--- config.mk ---
export PLATFORM = sky130hd
export DESIGN_NAME = shift_register_io_scanner_unit
export DESIGN_NICKNAME = d
export VERILOG_FILES = /design/src/rtl/srio_pkg.sv /design/src/rtl/srio_front.sv /design/src/rtl/srio_queue.sv /design/src/rtl/srio_back.sv /design/src/rtl/shift_register_io_scanner_unit.sv
export SDC_FILE = /design/constraint.sdc
export NUM_CORES = 1
export LEC_CHECK = 0
export ABC_AREA = 1
export BUFFER_PORTS_ARGS = -buffer_cell sky130_fd_sc_hd__buf_2
export CAP_MARGIN = 5
export CORE_ASPECT_RATIO = 0.6
export CORE_UTILIZATION = 28
export DETAILED_ROUTE_END_ITERATION = 10
export GPL_TIMING_DRIVEN = 0
export HOLD_SLACK_MARGIN = 0.08
export MAX_ROUTING_LAYER = met4
export PLACE_DENSITY = 0.45
export SETUP_SLACK_MARGIN = 0.15
export SLEW_MARGIN = 30
export SYNTH_ARGS = -nofsm -noshare
export SYNTH_HDL_FRONTEND = slang
export SYNTH_SLANG_ARGS = --single-unit
--- constraint.sdc ---
create_clock -name clk -period 6.45 [get_ports clk]
set_input_delay 0.645 -clock clk [delete_from_list [all_inputs] [get_ports clk]]
set_output_delay 0.645 -clock clk [all_outputs]
set_load 0.005 [all_outputs]
--- src/rtl/srio_pkg.sv ---
// ----------------------------------------------------------------------------
// srio_pkg
// Shared types, codes and defaults for the shift register I/O chain scanner.
// ----------------------------------------------------------------------------
`default_nettype none

package srio_pkg;

  localparam int MAX_SR_DEF     = 16;
  localparam int DOUT_PAGES_DEF = 4;
  localparam int QUEUE_DEPTH    = 2;
  localparam int CFG_IDX_W      = 2;
  localparam int CFG_DATA_W     = 16;

  localparam logic [7:0] PASSIVE_IN = 8'hff;

  localparam logic [2:0] OPC_WRITE_OUT      = 3'd0;
  localparam logic [2:0] OPC_SCAN_START     = 3'd1;
  localparam logic [2:0] OPC_SHIFT          = 3'd2;
  localparam logic [2:0] OPC_DEBOUNCE_START = 3'd3;
  localparam logic [2:0] OPC_READ_IN        = 3'd4;

  localparam logic [1:0] ST_OK       = 2'd0;
  localparam logic [1:0] ST_DISABLED = 2'd1;
  localparam logic [1:0] ST_BUSY     = 2'd2;
  localparam logic [1:0] ST_NO_SCAN  = 2'd3;

  localparam logic [CFG_IDX_W-1:0] CFG_ACTIVE_SR_COUNT = 2'd0;
  localparam logic [CFG_IDX_W-1:0] CFG_DEBOUNCE_RELOAD = 2'd1;

  typedef enum logic [2:0] {
    OP_WRITE_OUT,
    OP_SCAN_START,
    OP_SHIFT,
    OP_DEBOUNCE_START,
    OP_READ_IN,
    OP_NONE
  } op_t;

  typedef struct packed {
    op_t        op;
    logic       idx_ok;
    logic       page_ok;
    logic [3:0] sr_index;
    logic [1:0] page_select;
    logic [7:0] byte_value;
    logic       clear_changed;
  } cmd_t;

  typedef struct packed {
    logic [1:0] status;
    logic [7:0] dout_byte;
    logic [7:0] din_value;
    logic [7:0] changed_value;
    logic [1:0] active_page;
    logic       scan_complete;
    logic       latch_pulse;
  } res_t;

endpackage

`default_nettype wire

--- src/rtl/srio_front.sv ---
// ----------------------------------------------------------------------------
// srio_front
// Accepts input items, decodes the opcode and checks index ranges.
// ----------------------------------------------------------------------------
`default_nettype none

module srio_front #(
  parameter int MAX_SR     = srio_pkg::MAX_SR_DEF,
  parameter int DOUT_PAGES = srio_pkg::DOUT_PAGES_DEF
) (
  input  wire logic          clk,
  input  wire logic          rst,
  input  wire logic          in_valid,
  output logic               in_stall,
  input  wire logic [2:0]    opcode,
  input  wire logic [3:0]    sr_index,
  input  wire logic [1:0]    page_select,
  input  wire logic [7:0]    byte_value,
  input  wire logic          clear_changed,
  input  wire logic          q_full,
  input  wire logic          clearing,
  output logic               push,
  output srio_pkg::cmd_t     push_cmd
);

  logic busy;

  always_ff @(posedge clk) begin
    if (rst) begin
      busy <= 1'b1;
    end else begin
      busy <= q_full || clearing;
    end
  end

  assign in_stall = busy || q_full || clearing;
  assign push     = in_valid && !in_stall;

  always_comb begin
    push_cmd               = '0;
    push_cmd.idx_ok        = 32'(sr_index) < 32'(MAX_SR);
    push_cmd.page_ok       = 32'(page_select) < 32'(DOUT_PAGES);
    push_cmd.sr_index      = sr_index;
    push_cmd.page_select   = page_select;
    push_cmd.byte_value    = byte_value;
    push_cmd.clear_changed = clear_changed;
    unique case (opcode)
      srio_pkg::OPC_WRITE_OUT:      push_cmd.op = srio_pkg::OP_WRITE_OUT;
      srio_pkg::OPC_SCAN_START:     push_cmd.op = srio_pkg::OP_SCAN_START;
      srio_pkg::OPC_SHIFT:          push_cmd.op = srio_pkg::OP_SHIFT;
      srio_pkg::OPC_DEBOUNCE_START: push_cmd.op = srio_pkg::OP_DEBOUNCE_START;
      srio_pkg::OPC_READ_IN:        push_cmd.op = srio_pkg::OP_READ_IN;
      default:                      push_cmd.op = srio_pkg::OP_NONE;
    endcase
  end

endmodule

`default_nettype wire

--- src/rtl/srio_queue.sv ---
// ----------------------------------------------------------------------------
// srio_queue
// Short command queue between the decode front and the execution back.
// ----------------------------------------------------------------------------
`default_nettype none

module srio_queue (
  input  wire logic           clk,
  input  wire logic           rst,
  input  wire logic           push,
  input  srio_pkg::cmd_t      push_cmd,
  output logic                full,
  input  wire logic           pop,
  output logic                head_valid,
  output srio_pkg::cmd_t      head_cmd
);

  localparam int PTR_W = (srio_pkg::QUEUE_DEPTH > 1) ? $clog2(srio_pkg::QUEUE_DEPTH) : 1;
  localparam int CNT_W = $clog2(srio_pkg::QUEUE_DEPTH + 1);

  srio_pkg::cmd_t   entries [srio_pkg::QUEUE_DEPTH];
  logic [PTR_W-1:0] wr_ptr;
  logic [PTR_W-1:0] rd_ptr;
  logic [CNT_W-1:0] count;

  assign full       = count == CNT_W'(srio_pkg::QUEUE_DEPTH);
  assign head_valid = count != '0;
  assign head_cmd   = entries[rd_ptr];

  always_ff @(posedge clk) begin
    if (rst) begin
      wr_ptr <= '0;
      rd_ptr <= '0;
      count  <= '0;
    end else begin
      if (push) begin
        wr_ptr <= (wr_ptr == PTR_W'(srio_pkg::QUEUE_DEPTH - 1)) ? '0 : wr_ptr + 1'b1;
      end
      if (pop) begin
        rd_ptr <= (rd_ptr == PTR_W'(srio_pkg::QUEUE_DEPTH - 1)) ? '0 : rd_ptr + 1'b1;
      end
      if (push && !pop) begin
        count <= count + 1'b1;
      end else if (pop && !push) begin
        count <= count - 1'b1;
      end
    end
  end

  always_ff @(posedge clk) begin
    if (push) begin
      entries[wr_ptr] <= push_cmd;
    end
  end

endmodule

`default_nettype wire

--- src/rtl/srio_back.sv ---
// ----------------------------------------------------------------------------
// srio_back
// Executes queued commands against the page store and input buffers, runs
// the per-register completion sweep and holds the result register.
// ----------------------------------------------------------------------------
`default_nettype none

module srio_back #(
  parameter int MAX_SR     = srio_pkg::MAX_SR_DEF,
  parameter int DOUT_PAGES = srio_pkg::DOUT_PAGES_DEF
) (
  input  wire logic                            clk,
  input  wire logic                            rst,
  input  wire logic                            q_valid,
  input  srio_pkg::cmd_t                       q_cmd,
  output logic                                 q_pop,
  output logic                                 clearing,
  input  wire logic                            cfg_we,
  input  wire logic [srio_pkg::CFG_IDX_W-1:0]  cfg_index,
  input  wire logic [srio_pkg::CFG_DATA_W-1:0] cfg_data,
  output logic                                 out_valid,
  input  wire logic                            out_stall,
  output srio_pkg::res_t                       out_res
);

  localparam int SR_W     = (MAX_SR > 1) ? $clog2(MAX_SR) : 1;
  localparam int PG_W     = (DOUT_PAGES > 1) ? $clog2(DOUT_PAGES) : 1;
  localparam int CNT_W    = ($clog2(MAX_SR + 1) > 5) ? $clog2(MAX_SR + 1) : 5;
  localparam int IX_W     = (SR_W > 4) ? SR_W : 4;
  localparam int PX_W     = (PG_W > 2) ? PG_W : 2;
  localparam int DO_W     = PG_W + SR_W;
  localparam int DO_DEPTH = 1 << DO_W;
  localparam int SR_DEPTH = 1 << SR_W;

  typedef enum logic [5:0] {
    S_CLEAR    = 6'b000001,
    S_IDLE     = 6'b000010,
    S_SHIFT_RD = 6'b000100,
    S_SWEEP    = 6'b001000,
    S_READ_RD  = 6'b010000,
    S_DONE     = 6'b100000
  } state_t;

  state_t           state;
  logic [DO_W-1:0]  clr_idx;
  logic [CNT_W-1:0] active_count;
  logic [15:0]      deb_reload;
  logic [15:0]      deb_count;
  logic             xfer_idle;
  logic [CNT_W-1:0] shift_pos;
  logic [PG_W-1:0]  page_cnt;
  logic [CNT_W-1:0] sweep_rd;
  logic             sweep_wr_pend;
  logic [SR_W-1:0]  sweep_wr_idx;
  logic             sweep_deb;
  srio_pkg::cmd_t   cmd;
  srio_pkg::res_t   hold;

  logic [7:0] dout_mem [DO_DEPTH];
  logic [7:0] comm_mem [SR_DEPTH];
  logic [7:0] inc_mem  [SR_DEPTH];
  logic [7:0] flag_mem [SR_DEPTH];
  logic [7:0] dout_rd;
  logic [7:0] comm_rd;
  logic [7:0] inc_rd;
  logic [7:0] flag_rd;

  logic [IX_W-1:0]  q_sr_ext;
  logic [IX_W-1:0]  c_sr_ext;
  logic [PX_W-1:0]  q_pg_ext;
  logic [PX_W-1:0]  page_ext;
  logic [SR_W-1:0]  q_sr_addr;
  logic [SR_W-1:0]  c_sr_addr;
  logic [SR_W-1:0]  pos_addr;
  logic             pos_ok;
  logic [CNT_W-1:0] pos_next;
  logic [PG_W:0]    page_inc;
  logic [DO_W-1:0]  dout_raddr;
  logic [SR_W-1:0]  din_raddr;
  logic             res_free;
  logic [7:0]       flag_new;
  logic [CNT_W-1:0] cfg_count;

  logic             dout_we;
  logic [DO_W-1:0]  dout_waddr;
  logic [7:0]       dout_wdata;
  logic             inc_we;
  logic [SR_W-1:0]  inc_waddr;
  logic [7:0]       inc_wdata;
  logic             comm_we;
  logic [SR_W-1:0]  comm_waddr;
  logic [7:0]       comm_wdata;
  logic             flag_we;
  logic [SR_W-1:0]  flag_waddr;
  logic [7:0]       flag_wdata;

  assign q_sr_ext   = IX_W'(q_cmd.sr_index);
  assign c_sr_ext   = IX_W'(cmd.sr_index);
  assign q_pg_ext   = PX_W'(q_cmd.page_select);
  assign page_ext   = PX_W'(page_cnt);
  assign q_sr_addr  = q_sr_ext[SR_W-1:0];
  assign c_sr_addr  = c_sr_ext[SR_W-1:0];
  assign pos_addr   = shift_pos[SR_W-1:0];
  assign pos_ok     = shift_pos < CNT_W'(MAX_SR);
  assign pos_next   = shift_pos + 1'b1;
  assign page_inc   = {1'b0, page_cnt} + 1'b1;
  assign dout_raddr = {page_cnt, pos_addr};
  assign din_raddr  = (state == S_SWEEP) ? sweep_rd[SR_W-1:0] : q_sr_addr;
  assign res_free   = !out_valid || !out_stall;
  assign q_pop      = (state == S_IDLE) && q_valid;
  assign clearing   = state == S_CLEAR;
  assign flag_new   = flag_rd | (comm_rd ^ inc_rd);
  assign cfg_count  = CNT_W'(cfg_data[4:0]);

  always_comb begin
    dout_we    = 1'b0;
    dout_waddr = {q_pg_ext[PG_W-1:0], q_sr_addr};
    dout_wdata = q_cmd.byte_value;
    if (state == S_CLEAR) begin
      dout_we    = 1'b1;
      dout_waddr = clr_idx;
      dout_wdata = '0;
    end else if (q_pop && q_cmd.op == srio_pkg::OP_WRITE_OUT && q_cmd.idx_ok
                 && q_cmd.page_ok) begin
      dout_we = 1'b1;
    end
  end

  always_comb begin
    inc_we    = 1'b0;
    inc_waddr = pos_addr;
    inc_wdata = q_cmd.byte_value;
    if (state == S_CLEAR) begin
      inc_we    = 1'b1;
      inc_waddr = clr_idx[SR_W-1:0];
      inc_wdata = srio_pkg::PASSIVE_IN;
    end else if (q_pop && q_cmd.op == srio_pkg::OP_SHIFT && !xfer_idle && pos_ok) begin
      inc_we = 1'b1;
    end
  end

  always_comb begin
    comm_we    = 1'b0;
    comm_waddr = sweep_wr_idx;
    comm_wdata = sweep_deb ? (inc_rd ^ flag_new) : inc_rd;
    flag_we    = 1'b0;
    flag_waddr = sweep_wr_idx;
    flag_wdata = sweep_deb ? 8'h00 : flag_new;
    if (state == S_CLEAR) begin
      comm_we    = 1'b1;
      comm_waddr = clr_idx[SR_W-1:0];
      comm_wdata = srio_pkg::PASSIVE_IN;
      flag_we    = 1'b1;
      flag_waddr = clr_idx[SR_W-1:0];
      flag_wdata = 8'h00;
    end else if (state == S_SWEEP && sweep_wr_pend) begin
      comm_we = 1'b1;
      flag_we = 1'b1;
    end else if (state == S_READ_RD && cmd.idx_ok && cmd.clear_changed) begin
      flag_we    = 1'b1;
      flag_waddr = c_sr_addr;
      flag_wdata = 8'h00;
    end
  end

  always_ff @(posedge clk) begin
    if (dout_we) begin
      dout_mem[dout_waddr] <= dout_wdata;
    end
    dout_rd <= dout_mem[dout_raddr];
  end

  always_ff @(posedge clk) begin
    if (inc_we) begin
      inc_mem[inc_waddr] <= inc_wdata;
    end
    inc_rd <= inc_mem[din_raddr];
  end

  always_ff @(posedge clk) begin
    if (comm_we) begin
      comm_mem[comm_waddr] <= comm_wdata;
    end
    comm_rd <= comm_mem[din_raddr];
  end

  always_ff @(posedge clk) begin
    if (flag_we) begin
      flag_mem[flag_waddr] <= flag_wdata;
    end
    flag_rd <= flag_mem[din_raddr];
  end

  always_ff @(posedge clk) begin
    if (rst) begin
      state         <= S_CLEAR;
      clr_idx       <= '0;
      active_count  <= CNT_W'(MAX_SR);
      deb_reload    <= '0;
      deb_count     <= '0;
      xfer_idle     <= 1'b1;
      shift_pos     <= '0;
      page_cnt      <= '0;
      sweep_rd      <= '0;
      sweep_wr_pend <= 1'b0;
      sweep_deb     <= 1'b0;
      out_valid     <= 1'b0;
    end else begin
      if (out_valid && !out_stall) begin
        out_valid <= 1'b0;
      end
      unique case (state)
        S_CLEAR: begin
          clr_idx <= clr_idx + 1'b1;
          if (&clr_idx) begin
            state <= S_IDLE;
          end
        end
        S_IDLE: begin
          if (q_valid) begin
            unique case (q_cmd.op)
              srio_pkg::OP_SCAN_START: begin
                state <= S_DONE;
                if (active_count != '0 && xfer_idle) begin
                  xfer_idle <= 1'b0;
                  shift_pos <= '0;
                  page_cnt  <= (page_inc >= (PG_W + 1)'(DOUT_PAGES)) ? '0
                                                                    : page_inc[PG_W-1:0];
                end
              end
              srio_pkg::OP_SHIFT: begin
                state <= xfer_idle ? S_DONE : S_SHIFT_RD;
              end
              srio_pkg::OP_DEBOUNCE_START: begin
                deb_count <= deb_reload;
                state     <= S_DONE;
              end
              srio_pkg::OP_READ_IN: begin
                state <= S_READ_RD;
              end
              default: begin
                state <= S_DONE;
              end
            endcase
          end
        end
        S_SHIFT_RD: begin
          shift_pos <= pos_next;
          if (pos_next >= active_count) begin
            xfer_idle     <= 1'b1;
            sweep_rd      <= '0;
            sweep_wr_pend <= 1'b0;
            sweep_deb     <= deb_reload != '0 && deb_count != '0;
            if (deb_reload != '0 && deb_count != '0) begin
              deb_count <= deb_count - 1'b1;
            end
            state <= S_SWEEP;
          end else begin
            state <= S_DONE;
          end
        end
        S_SWEEP: begin
          if (sweep_rd < active_count) begin
            sweep_rd      <= sweep_rd + 1'b1;
            sweep_wr_pend <= 1'b1;
          end else begin
            sweep_wr_pend <= 1'b0;
            if (!sweep_wr_pend) begin
              state <= S_DONE;
            end
          end
        end
        S_READ_RD: begin
          state <= S_DONE;
        end
        S_DONE: begin
          if (res_free) begin
            out_valid <= 1'b1;
            state     <= S_IDLE;
          end
        end
        default: begin
          state <= S_IDLE;
        end
      endcase
      if (cfg_we) begin
        if (cfg_index == srio_pkg::CFG_ACTIVE_SR_COUNT) begin
          active_count <= (cfg_count > CNT_W'(MAX_SR)) ? CNT_W'(MAX_SR) : cfg_count;
        end else if (cfg_index == srio_pkg::CFG_DEBOUNCE_RELOAD) begin
          deb_reload <= cfg_data;
          if (deb_count > cfg_data) begin
            deb_count <= cfg_data;
          end
        end
      end
    end
  end

  always_ff @(posedge clk) begin
    if (state == S_SWEEP && sweep_rd < active_count) begin
      sweep_wr_idx <= sweep_rd[SR_W-1:0];
    end
    if (q_pop) begin
      cmd  <= q_cmd;
      hold <= '0;
      unique case (q_cmd.op)
        srio_pkg::OP_SCAN_START: begin
          if (active_count == '0) begin
            hold.status <= srio_pkg::ST_DISABLED;
          end else if (!xfer_idle) begin
            hold.status <= srio_pkg::ST_BUSY;
          end else begin
            hold.latch_pulse <= 1'b1;
          end
        end
        srio_pkg::OP_SHIFT: begin
          if (xfer_idle) begin
            hold.status <= srio_pkg::ST_NO_SCAN;
          end
        end
        default: begin
        end
      endcase
    end
    if (state == S_SHIFT_RD) begin
      hold.dout_byte <= pos_ok ? dout_rd : 8'h00;
      if (pos_next >= active_count) begin
        hold.scan_complete <= 1'b1;
        hold.latch_pulse   <= 1'b1;
      end
    end
    if (state == S_READ_RD) begin
      hold.din_value     <= cmd.idx_ok ? comm_rd : srio_pkg::PASSIVE_IN;
      hold.changed_value <= cmd.idx_ok ? flag_rd : 8'h00;
    end
    if (state == S_DONE && res_free) begin
      out_res             <= hold;
      out_res.active_page <= page_ext[1:0];
    end
  end

endmodule

`default_nettype wire

--- src/rtl/shift_register_io_scanner_unit.sv ---
// ----------------------------------------------------------------------------
// shift_register_io_scanner_unit
// Scans output and input shift register chains with paged outputs, sticky
// change flags and input debouncing.
// ----------------------------------------------------------------------------
// Each item passes from transfer through the queue and the execute step to the
// result register; a shifted byte or an input read adds a read step, and a
// completing byte adds the sweep over the active registers, one entry per cycle
// through the buffers. The queue takes up to two items while the back is busy.
// After reset a clearing pass over every store entry fills the stores, with
// in_stall high; config is taken as ever.
`default_nettype none

module shift_register_io_scanner_unit #(
  parameter int MAX_SR     = srio_pkg::MAX_SR_DEF,
  parameter int DOUT_PAGES = srio_pkg::DOUT_PAGES_DEF
) (
  input  wire logic                            clk,
  input  wire logic                            rst,
  input  wire logic                            in_valid,
  output logic                                 in_stall,
  input  wire logic [2:0]                      opcode,
  input  wire logic [3:0]                      sr_index,
  input  wire logic [1:0]                      page_select,
  input  wire logic [7:0]                      byte_value,
  input  wire logic                            clear_changed,
  output logic                                 out_valid,
  input  wire logic                            out_stall,
  output logic [1:0]                           status,
  output logic [7:0]                           dout_byte,
  output logic [7:0]                           din_value,
  output logic [7:0]                           changed_value,
  output logic [1:0]                           active_page,
  output logic                                 scan_complete,
  output logic                                 latch_pulse,
  input  wire logic                            cfg_valid,
  output logic                                 cfg_ready,
  input  wire logic [srio_pkg::CFG_IDX_W-1:0]  cfg_index,
  input  wire logic [srio_pkg::CFG_DATA_W-1:0] cfg_data
);

  logic           push;
  srio_pkg::cmd_t push_cmd;
  logic           q_full;
  logic           q_pop;
  logic           q_valid;
  srio_pkg::cmd_t q_cmd;
  logic           clearing;
  srio_pkg::res_t out_res;

  assign cfg_ready = 1'b1;

  srio_front #(
    .MAX_SR     (MAX_SR),
    .DOUT_PAGES (DOUT_PAGES)
  ) u_front (
    .clk           (clk),
    .rst           (rst),
    .in_valid      (in_valid),
    .in_stall      (in_stall),
    .opcode        (opcode),
    .sr_index      (sr_index),
    .page_select   (page_select),
    .byte_value    (byte_value),
    .clear_changed (clear_changed),
    .q_full        (q_full),
    .clearing      (clearing),
    .push          (push),
    .push_cmd      (push_cmd)
  );

  srio_queue u_queue (
    .clk        (clk),
    .rst        (rst),
    .push       (push),
    .push_cmd   (push_cmd),
    .full       (q_full),
    .pop        (q_pop),
    .head_valid (q_valid),
    .head_cmd   (q_cmd)
  );

  srio_back #(
    .MAX_SR     (MAX_SR),
    .DOUT_PAGES (DOUT_PAGES)
  ) u_back (
    .clk       (clk),
    .rst       (rst),
    .q_valid   (q_valid),
    .q_cmd     (q_cmd),
    .q_pop     (q_pop),
    .clearing  (clearing),
    .cfg_we    (cfg_valid && cfg_ready),
    .cfg_index (cfg_index),
    .cfg_data  (cfg_data),
    .out_valid (out_valid),
    .out_stall (out_stall),
    .out_res   (out_res)
  );

  assign status        = out_res.status;
  assign dout_byte     = out_res.dout_byte;
  assign din_value     = out_res.din_value;
  assign changed_value = out_res.changed_value;
  assign active_page   = out_res.active_page;
  assign scan_complete = out_res.scan_complete;
  assign latch_pulse   = out_res.latch_pulse;

  assert property (@(posedge clk) disable iff (rst)
    out_valid && scan_complete |-> latch_pulse && status == srio_pkg::ST_OK)
    else $error("Scan completion without latch pulse or with error status.");

  assert property (@(posedge clk) disable iff (rst)
    out_valid && status != srio_pkg::ST_OK |->
      dout_byte == 8'h00 && !latch_pulse && !scan_complete && changed_value == 8'h00)
    else $error("Refused item carries result data.");

  assert property (@(posedge clk) disable iff (rst)
    clearing |-> in_stall && !q_valid)
    else $error("Input transfer possible during the clearing pass.");

  assert property (@(posedge clk)
    rst |=> !out_valid && in_stall)
    else $error("Result or input channel active right after reset.");

endmodule

`default_nettype wire
==> qor.json, run 1 <==
{
  "synthesis": {
    "synth.mux.area_fraction_pct": 0.2437,
    "synth-warning-count": 0,
    "synth_top_area_share_pct": 64.79,
    "synth.avg_cell_area_um2": 11.02,
    "postSynthRegisterBits": 1102,
    "mapped_nets": 4266,
    "synth_largest_area_cell": "edfxtp_1",
    "post_synth_xor_area_fraction_pct": 0.2464,
    "netlist_instances": 4193,
    "syn_area_um2": 46210,
    "synth_compound_area_share_pct": 8.437,
    "post_synth_main_area_contributors": "edfxtp_1 65%, nand2_1 6.9%, dfxtp_1 4.5%",
    "dominant_combinational_cell_family_by_area_after_synthesis": "simple AND/OR/NAND/NOR gates",
    "ys_types": 47,
    "synth.yosys.seq_area_share_pct": 69.34,
    "synthAdderAreaFrac_pct": 0.8665,
    "post_synthesis_share_of_cell_area_spent_on_and_or_nand_and_nor_gates_pct": 16.24
  },
  "grt": {
    "global_route.usage.total_pct": 21.57,
    "via_count_of_the_first_global_routing_pass": 30130,
    "maximum_number_of_pins_on_one_net_before_global_route_repair": 57,
    "grt_antenna_before_repair": 21,
    "grt.overflow.total": 0,
    "wire_length_of_the_first_global_routing_pass_mm": 242.7
  },
  "setup_path": {
    "max_stage_delay_ns": 0.84,
    "critical_path_peak_fanout": 10,
    "worst_path_dominant_cell_family": "buffers and inverters",
    "path_common_cell": "nand2_1",
    "slowest_stage": "dfxtp_1",
    "crit_type": "reg -> reg",
    "startpoint_type": "flip-flop",
    "end_kind": "flip-flop",
    "worstPathRequired_ns": 7.13,
    "worst-endpoint-arrival_ns": 5.50,
    "critical_path_cell_by_cell": "buf_2 -> buf_4 -> buf_2 -> nand3_1 -> xor2_1 -> ha_1 -> nand2_1 -> nor2_1 -> nand2_1 -> nand3_1 -> clkinv_1 -> nor2_1 -> buf_2 -> nand3b_1 -> nand2_1 -> nand2_1 -> a21oi_1",
    "critical_path_buf_inv_count": 5
  },
  "floorplan": {
    "num_io_pins": 74,
    "die_w_um": 526.5,
    "core-area_um2": 163900,
    "chipHeight_um": 316.7,
    "std_cell_rows": 115,
    "floorplan.die_area_um2": 166700,
    "start_util_pct": 28.19
  },
  "power": {
    "power-per-cell-area_nw_per_um2": 379.0,
    "power.ir.vdd_worst_uv": 232.8,
    "cellLeakagePower_nw": 19.45
  },
  "job": {
    "drv_cap": 0
  },
  "placed_design": {
    "place_ws_ns": 1.765,
    "place_hpwl_mm": 130.2,
    "place_congestion": 0.9872,
    "port_buffers": 71
  },
  "sta": {
    "finalSetupTns_ns": 0,
    "finalSetupViolations": 0,
    "tightestPinTransition_ns": 1.087,
    "hold_viol": 0,
    "fmax_ghz": 0.2074,
    "maxSlewViolCount": 0,
    "grt_setup_unrepaired": "no",
    "fin_hold_ws_ns": 0.1601,
    "worst_clock_skew_ns": 0.03717,
    "max_slew_margin_pct": 27.54,
    "period_needed_ns": 4.821,
    "final.setup.worst_slack_ns": 1.629,
    "share_of_the_clock_period_used_by_the_worst_path_after_layout_pct": 74.75
  },
  "clocking": {
    "cts-root-to-sink-buffers": 3,
    "insertion_delay_ns": 0.76,
    "clock_sink_total": 1102,
    "clock-root-buffer": "clkbuf_16",
    "clk_pin_slew_worst_paths_ns": 0.06,
    "cts_tree": "yes",
    "cts_inserted_buffers": 110,
    "post_cts.resized_instances": 0,
    "ctsHtreeMaxLevel": 3
  },
  "finish": {
    "fin_nets": 4484,
    "final_layout_size_suffix_gt1_share_pct": 9.678,
    "most-common-layout-cells": "997 x edfxtp_1, 846 x nand2_1, 490 x nor2_1, 346 x o21ai_0, 345 x nand3_1",
    "most_common_library_cell_in_the_layout_ignoring_fill_and_taps": "edfxtp_1",
    "areaGrowthSynthToFinish_pct": 15.65
  },
  "detailed_routing": {
    "drt_iter0_markers": 4549,
    "detail_route.vias_per_cell": 5.065,
    "firstDrtPassIters": 6,
    "drc": 0,
    "avgRoutedWirePerCell_um": 26.61,
    "vias": 33810,
    "drtAntennaViolNets": 0,
    "wl_mm": 177.6
  },
  "worst_hold_path": {
    "min-delay-path-class": "in -> reg"
  },
  "outcome": {
    "outcome": "finished clean"
  }
}
state kept, by name, summed over array words and instances (netlist names), 4 cells and up, named ones only:
name,count
u_back.sweep_rd,5
u_back.out_res,30
u_back.deb_reload,16
u_back.dout_mem,512
u_back.active_count,5
u_back.comm_rd,8
u_back.shift_pos,5
u_back.inc_rd,8
u_back.clr_idx,6
u_back.deb_count,16
u_back.c_sr_addr,4
u_back.state,6
u_back.flag_mem,128
u_back.hold,28
u_back.dout_rd,8
u_back.flag_rd,8
u_back.inc_mem,128
u_back.sweep_wr_idx,4
u_queue.entries,36
u_back.comm_mem,128
through the flow:
stage / utilization, % / power [W] / instance area [um2] / instances
after detailed placement: 30.36 / 0.01369 / 49750 / 6454
after CTS: 32.58 / 0.02021 / 53400 / 6669
final: 32.61 / 0.02025 / 53440 / 6674
after global placement: 30.06 / 0.01348 / 49270 / 6428
after floorplan: - / 0.01142 / 46210 / 4193
after global routing: 32.61 / 0.02085 / 53440 / 6672
synth_stat cells, drive strengths merged:
| cell type | count |
|---|---|
| nand2 | 850 |
| nand3b | 30 |
| nor2 | 539 |
| o211a | 1 |
| or2 | 12 |
| a21oi | 98 |
| a31oi | 3 |
| mux2 | 2 |
| nand4 | 11 |
| o41ai | 1 |
| clkinv | 6 |
| o21bai | 2 |
| o21ai | 376 |
| nand3 | 352 |
| a21o | 1 |
| o211ai | 108 |
| o22ai | 96 |
| conb | 1 |
| dfxtp | 105 |
| a211oi | 2 |
| nor3 | 12 |
| ha | 32 |
| clkbuf | 122 |
| xor2 | 12 |
| mux2i | 9 |
| inv | 309 |
| edfxtp | 997 |
| o21a | 2 |
| xnor2 | 1 |
| buf | 100 |
| a22oi | 1 |
kinds of logic (layout without fill, tap and decap cells):
group	after synthesis	count (layout)
xor gates and xnor gates	13	13
AOI/OAI and AO/OA	691	691
buffers and inverters	537	849
muxes	11	11
and+or+nand+nor	1806	1806
other	1	6
DFF	1102	1102
adders and majority gates	32	32
worst paths after layout:
check,startpoint,end,slack (ns),depth (start not counted)
setup reg to reg,u_back.shift_pos[0],u_back.deb_count[9],1.63,17
hold / removal,sr_index[1],u_queue.entries[0][12],0.16,1
hold reg to reg,u_back.hold[12],u_back.out_res[12],0.41,0
setup / recovery,u_back.shift_pos[0],u_back.deb_count[9],1.63,17
metal layers:
metal / GRT usage [%] / part of all wire [%]
met5: - / 0
met4: 3.108 / 1.2
met3: 6.693 / 12
met2: 25.07 / 35
met1: 35.06 / 52
area by class of cell:
class | instances | area [um2]
inverters | 315 | 1204
flip-flops and latches | 1102 | 32040
repair buffers | 106 | 792.0
fillers | 16490 | 110400
multi-input cells | 2554 | 12170
clock inverters | 58 | 550.5
clock buffers | 148 | 3009
plain buffers | 222 | 959.7
well taps | 2164 | 2708
diodes | 5 | 12.51
power breakdown:
group / switching, W / internal [W] / leakage (nW)
logic: 0.00351 / 0.000755 / 7.78
clock network: 0.00292 / 0.00364 / 1.73
registers: 0.000162 / 0.00927 / 9.94
total: 0.00659 / 0.0137 / 19.4
repair_timing:
action | 4_1_cts | 5_1_grt
hold buffers | 9 | 0
buffers inserted | 0 | 0
endpoints found under the hold margin | 18 | 0
Note: power is estimated with default switching activity, not from simulation.
==> run 2, diff against run 1 <==
==> constraint.sdc (replaced) <==
create_clock -name clk -period 5 [get_ports clk]
set_input_delay 0.5 -clock clk [delete_from_list [all_inputs] [get_ports clk]]
set_output_delay 0.5 -clock clk [all_outputs]
set_load 0.005 [all_outputs]
==> run 2 against run 1 <==
  * Count of clock-buffer cells in the layout stayed put
  * Clock power is 29% higher
  * First-iteration DRC count decreased by 1.1%
  * Highest routed layer unchanged
==> qor.json, run 2 (synthesis gave the netlist of run 1 again) <==
{
  "setup_path": {
    "worstPathRequired_ns": 5.67,
    "path_common_cell": "nand2_1",
    "max_stage_delay_ns": 0.60,
    "worst-endpoint-arrival_ns": 5.20,
    "slowest_stage": "dfxtp_2",
    "end_kind": "flip-flop",
    "startpoint_type": "flip-flop",
    "crit_type": "reg -> reg",
    "critical_path_cell_by_cell": "buf_2 -> buf_4 -> buf_2 -> nand3_1 -> xor2_1 -> ha_1 -> nand2_1 -> nor2_1 -> nand2_1 -> nand3_1 -> clkinv_1 -> nor2_1 -> buf_2 -> nand3b_1 -> nand2_1 -> nand2_1 -> a21oi_1",
    "critical_path_peak_fanout": 10
  },
  "sta": {
    "grt_setup_unrepaired": "no",
    "worst_clock_skew_ns": 0.03810,
    "fmax_ghz": 0.2209,
    "maxSlewViolCount": 0,
    "max_slew_margin_pct": 29.55,
    "finalSetupTns_ns": 0,
    "hold_viol": 0,
    "period_needed_ns": 4.528,
    "finalSetupViolations": 0,
    "tightestPinTransition_ns": 1.057,
    "share_of_the_clock_period_used_by_the_worst_path_after_layout_pct": 90.55
  },
  "detailed_routing": {
    "firstDrtPassIters": 5,
    "drtAntennaViolNets": 0,
    "wl_mm": 177.7,
    "avgRoutedWirePerCell_um": 26.54,
    "drt_iter0_markers": 4499,
    "drc": 0,
    "vias": 33800,
    "detail_route.vias_per_cell": 5.048
  },
  "grt": {
    "via_count_of_the_first_global_routing_pass": 30140,
    "grt_antenna_before_repair": 16,
    "global_route.usage.total_pct": 21.56,
    "maximum_number_of_pins_on_one_net_before_global_route_repair": 57,
    "wire_length_of_the_first_global_routing_pass_mm": 242.7,
    "grt.overflow.total": 0
  },
  "finish": {
    "areaGrowthSynthToFinish_pct": 16.08,
    "final_layout_size_suffix_gt1_share_pct": 9.660,
    "final.fill_count": 16480,
    "fin_nets": 4503,
    "final_util_pct": 32.73,
    "most_common_library_cell_in_the_layout_ignoring_fill_and_taps": "edfxtp_1",
    "regMostFlops": "u_back.dout_mem",
    "most-common-layout-cells": "997 x edfxtp_1, 846 x nand2_1, 490 x nor2_1, 346 x o21ai_0, 345 x nand3_1",
    "flip_flop_count_of_the_largest_register_all_copies_and_words_added": 512,
    "seqCellArea_um2": 32040,
    "finalNonFillerCells": 6695,
    "multi_input_area_um2": 12170
  },
  "clocking": {
    "cts_inserted_buffers": 110,
    "cts-root-to-sink-buffers": 3,
    "insertion_delay_ns": 0.76,
    "clock_sink_total": 1102,
    "clk_pin_slew_worst_paths_ns": 0.06,
    "clock-root-buffer": "clkbuf_16",
    "ctsHtreeMaxLevel": 3,
    "cts_tree": "yes",
    "cts.repair_timing.setup_buffer_count": 0
  },
  "placed_design": {
    "place_hpwl_mm": 130.2,
    "post-place-cells": 6454,
    "port_buffers": 71,
    "place_congestion": 0.9872
  },
  "power": {
    "power-per-cell-area_nw_per_um2": 487.0,
    "cellLeakagePower_nw": 19.53,
    "power.ir.vdd_worst_uv": 300.9
  },
  "outcome": {
    "outcome": "finished clean"
  },
  "worst_hold_path": {
    "min-delay-path-class": "in -> reg"
  },
  "floorplan": {
    "num_io_pins": 74,
    "std_cell_rows": 115,
    "die_w_um": 526.5,
    "chipHeight_um": 316.7,
    "core-area_um2": 163900,
    "start_util_pct": 28.19,
    "floorplan.die_area_um2": 166700
  },
  "job": {
    "drv_cap": 0
  }
}
==> run 2: worst max-delay path: cells and delay by family (launching register included) <==
kind / cells / cell delay, ns
adders and majority gates: 1 / 0.30
AOI/OAI and AO/OA: 1 / 0.20
xor gates and xnor gates: 1 / 0.20
DFF: 1 / 0.60
and+or+nand+nor: 9 / 1.28
buffers and inverters: 5 / 1.86
==> run 2: timing repair <==
action                     in CTS  in global routing
hold endpoints to repair       45                  0
hold buffers                   28                  0
resized for setup               0                  1
setup endpoints to repair       0                  2
==> run 2: report_power, final <==
| part | internal, W | switching (W) | total [W] | leakage, nW |
|---|---|---|---|---|
| Clock | 0.00469 | 0.00377 | 0.00846 | 1.73 |
| Sequential | 0.0120 | 0.000211 | 0.0122 | 9.94 |
| Combinational | 0.000984 | 0.00451 | 0.00550 | 7.86 |
==> run 2: routing by layer <==
metal	track usage, %	share of wire (%)	vias up
met5	-	0	-
met4	3.028	1.1	0
met3	6.773	12	155
met2	25.08	36	1561
met1	35.01	52	16990
li1	-	-	15090
==> run 2: final timing paths <==
path,start,to,slack (ns),cells after the start
hold reg to reg,u_back.hold[12],u_back.out_res[12],0.41,0
setup reg to reg,u_back.shift_pos[0],u_back.deb_count[9],0.47,17
setup / recovery,u_back.shift_pos[0],u_back.deb_count[9],0.47,17
hold / removal,out_stall,u_back.out_valid,0.13,3
==> run 2: metrics by stage <==
stage          cell area [um2]  hold WS, ns  total power, W  setup WS, ns
2_1_floorplan            46210       0.4003         0.01473         2.250
3_3_place_gp             49270       0.4095         0.01739        0.3100
3_5_place_dp             49750       0.4045         0.01766        0.3146
4_1_cts                  53590      0.09372         0.02608        0.2802
5_1_grt                  53630       0.1110         0.02691        0.3262
6_report                 53640       0.1319         0.02612        0.4724
==> run 2: layout make-up <==
| cell class | count | area share (%) |
|---|---|---|
| clock buffer | 148 | 5.610 |
| sequential | 1102 | 59.74 |
| multi-input combinational | 2554 | 22.68 |
| buffer | 222 | 1.789 |
| inverter | 315 | 2.244 |
| tap | 2164 | 5.048 |
| timing repair buffer | 125 | 1.831 |
| antenna | 7 | 0.03266 |
| clock inverter | 58 | 1.026 |
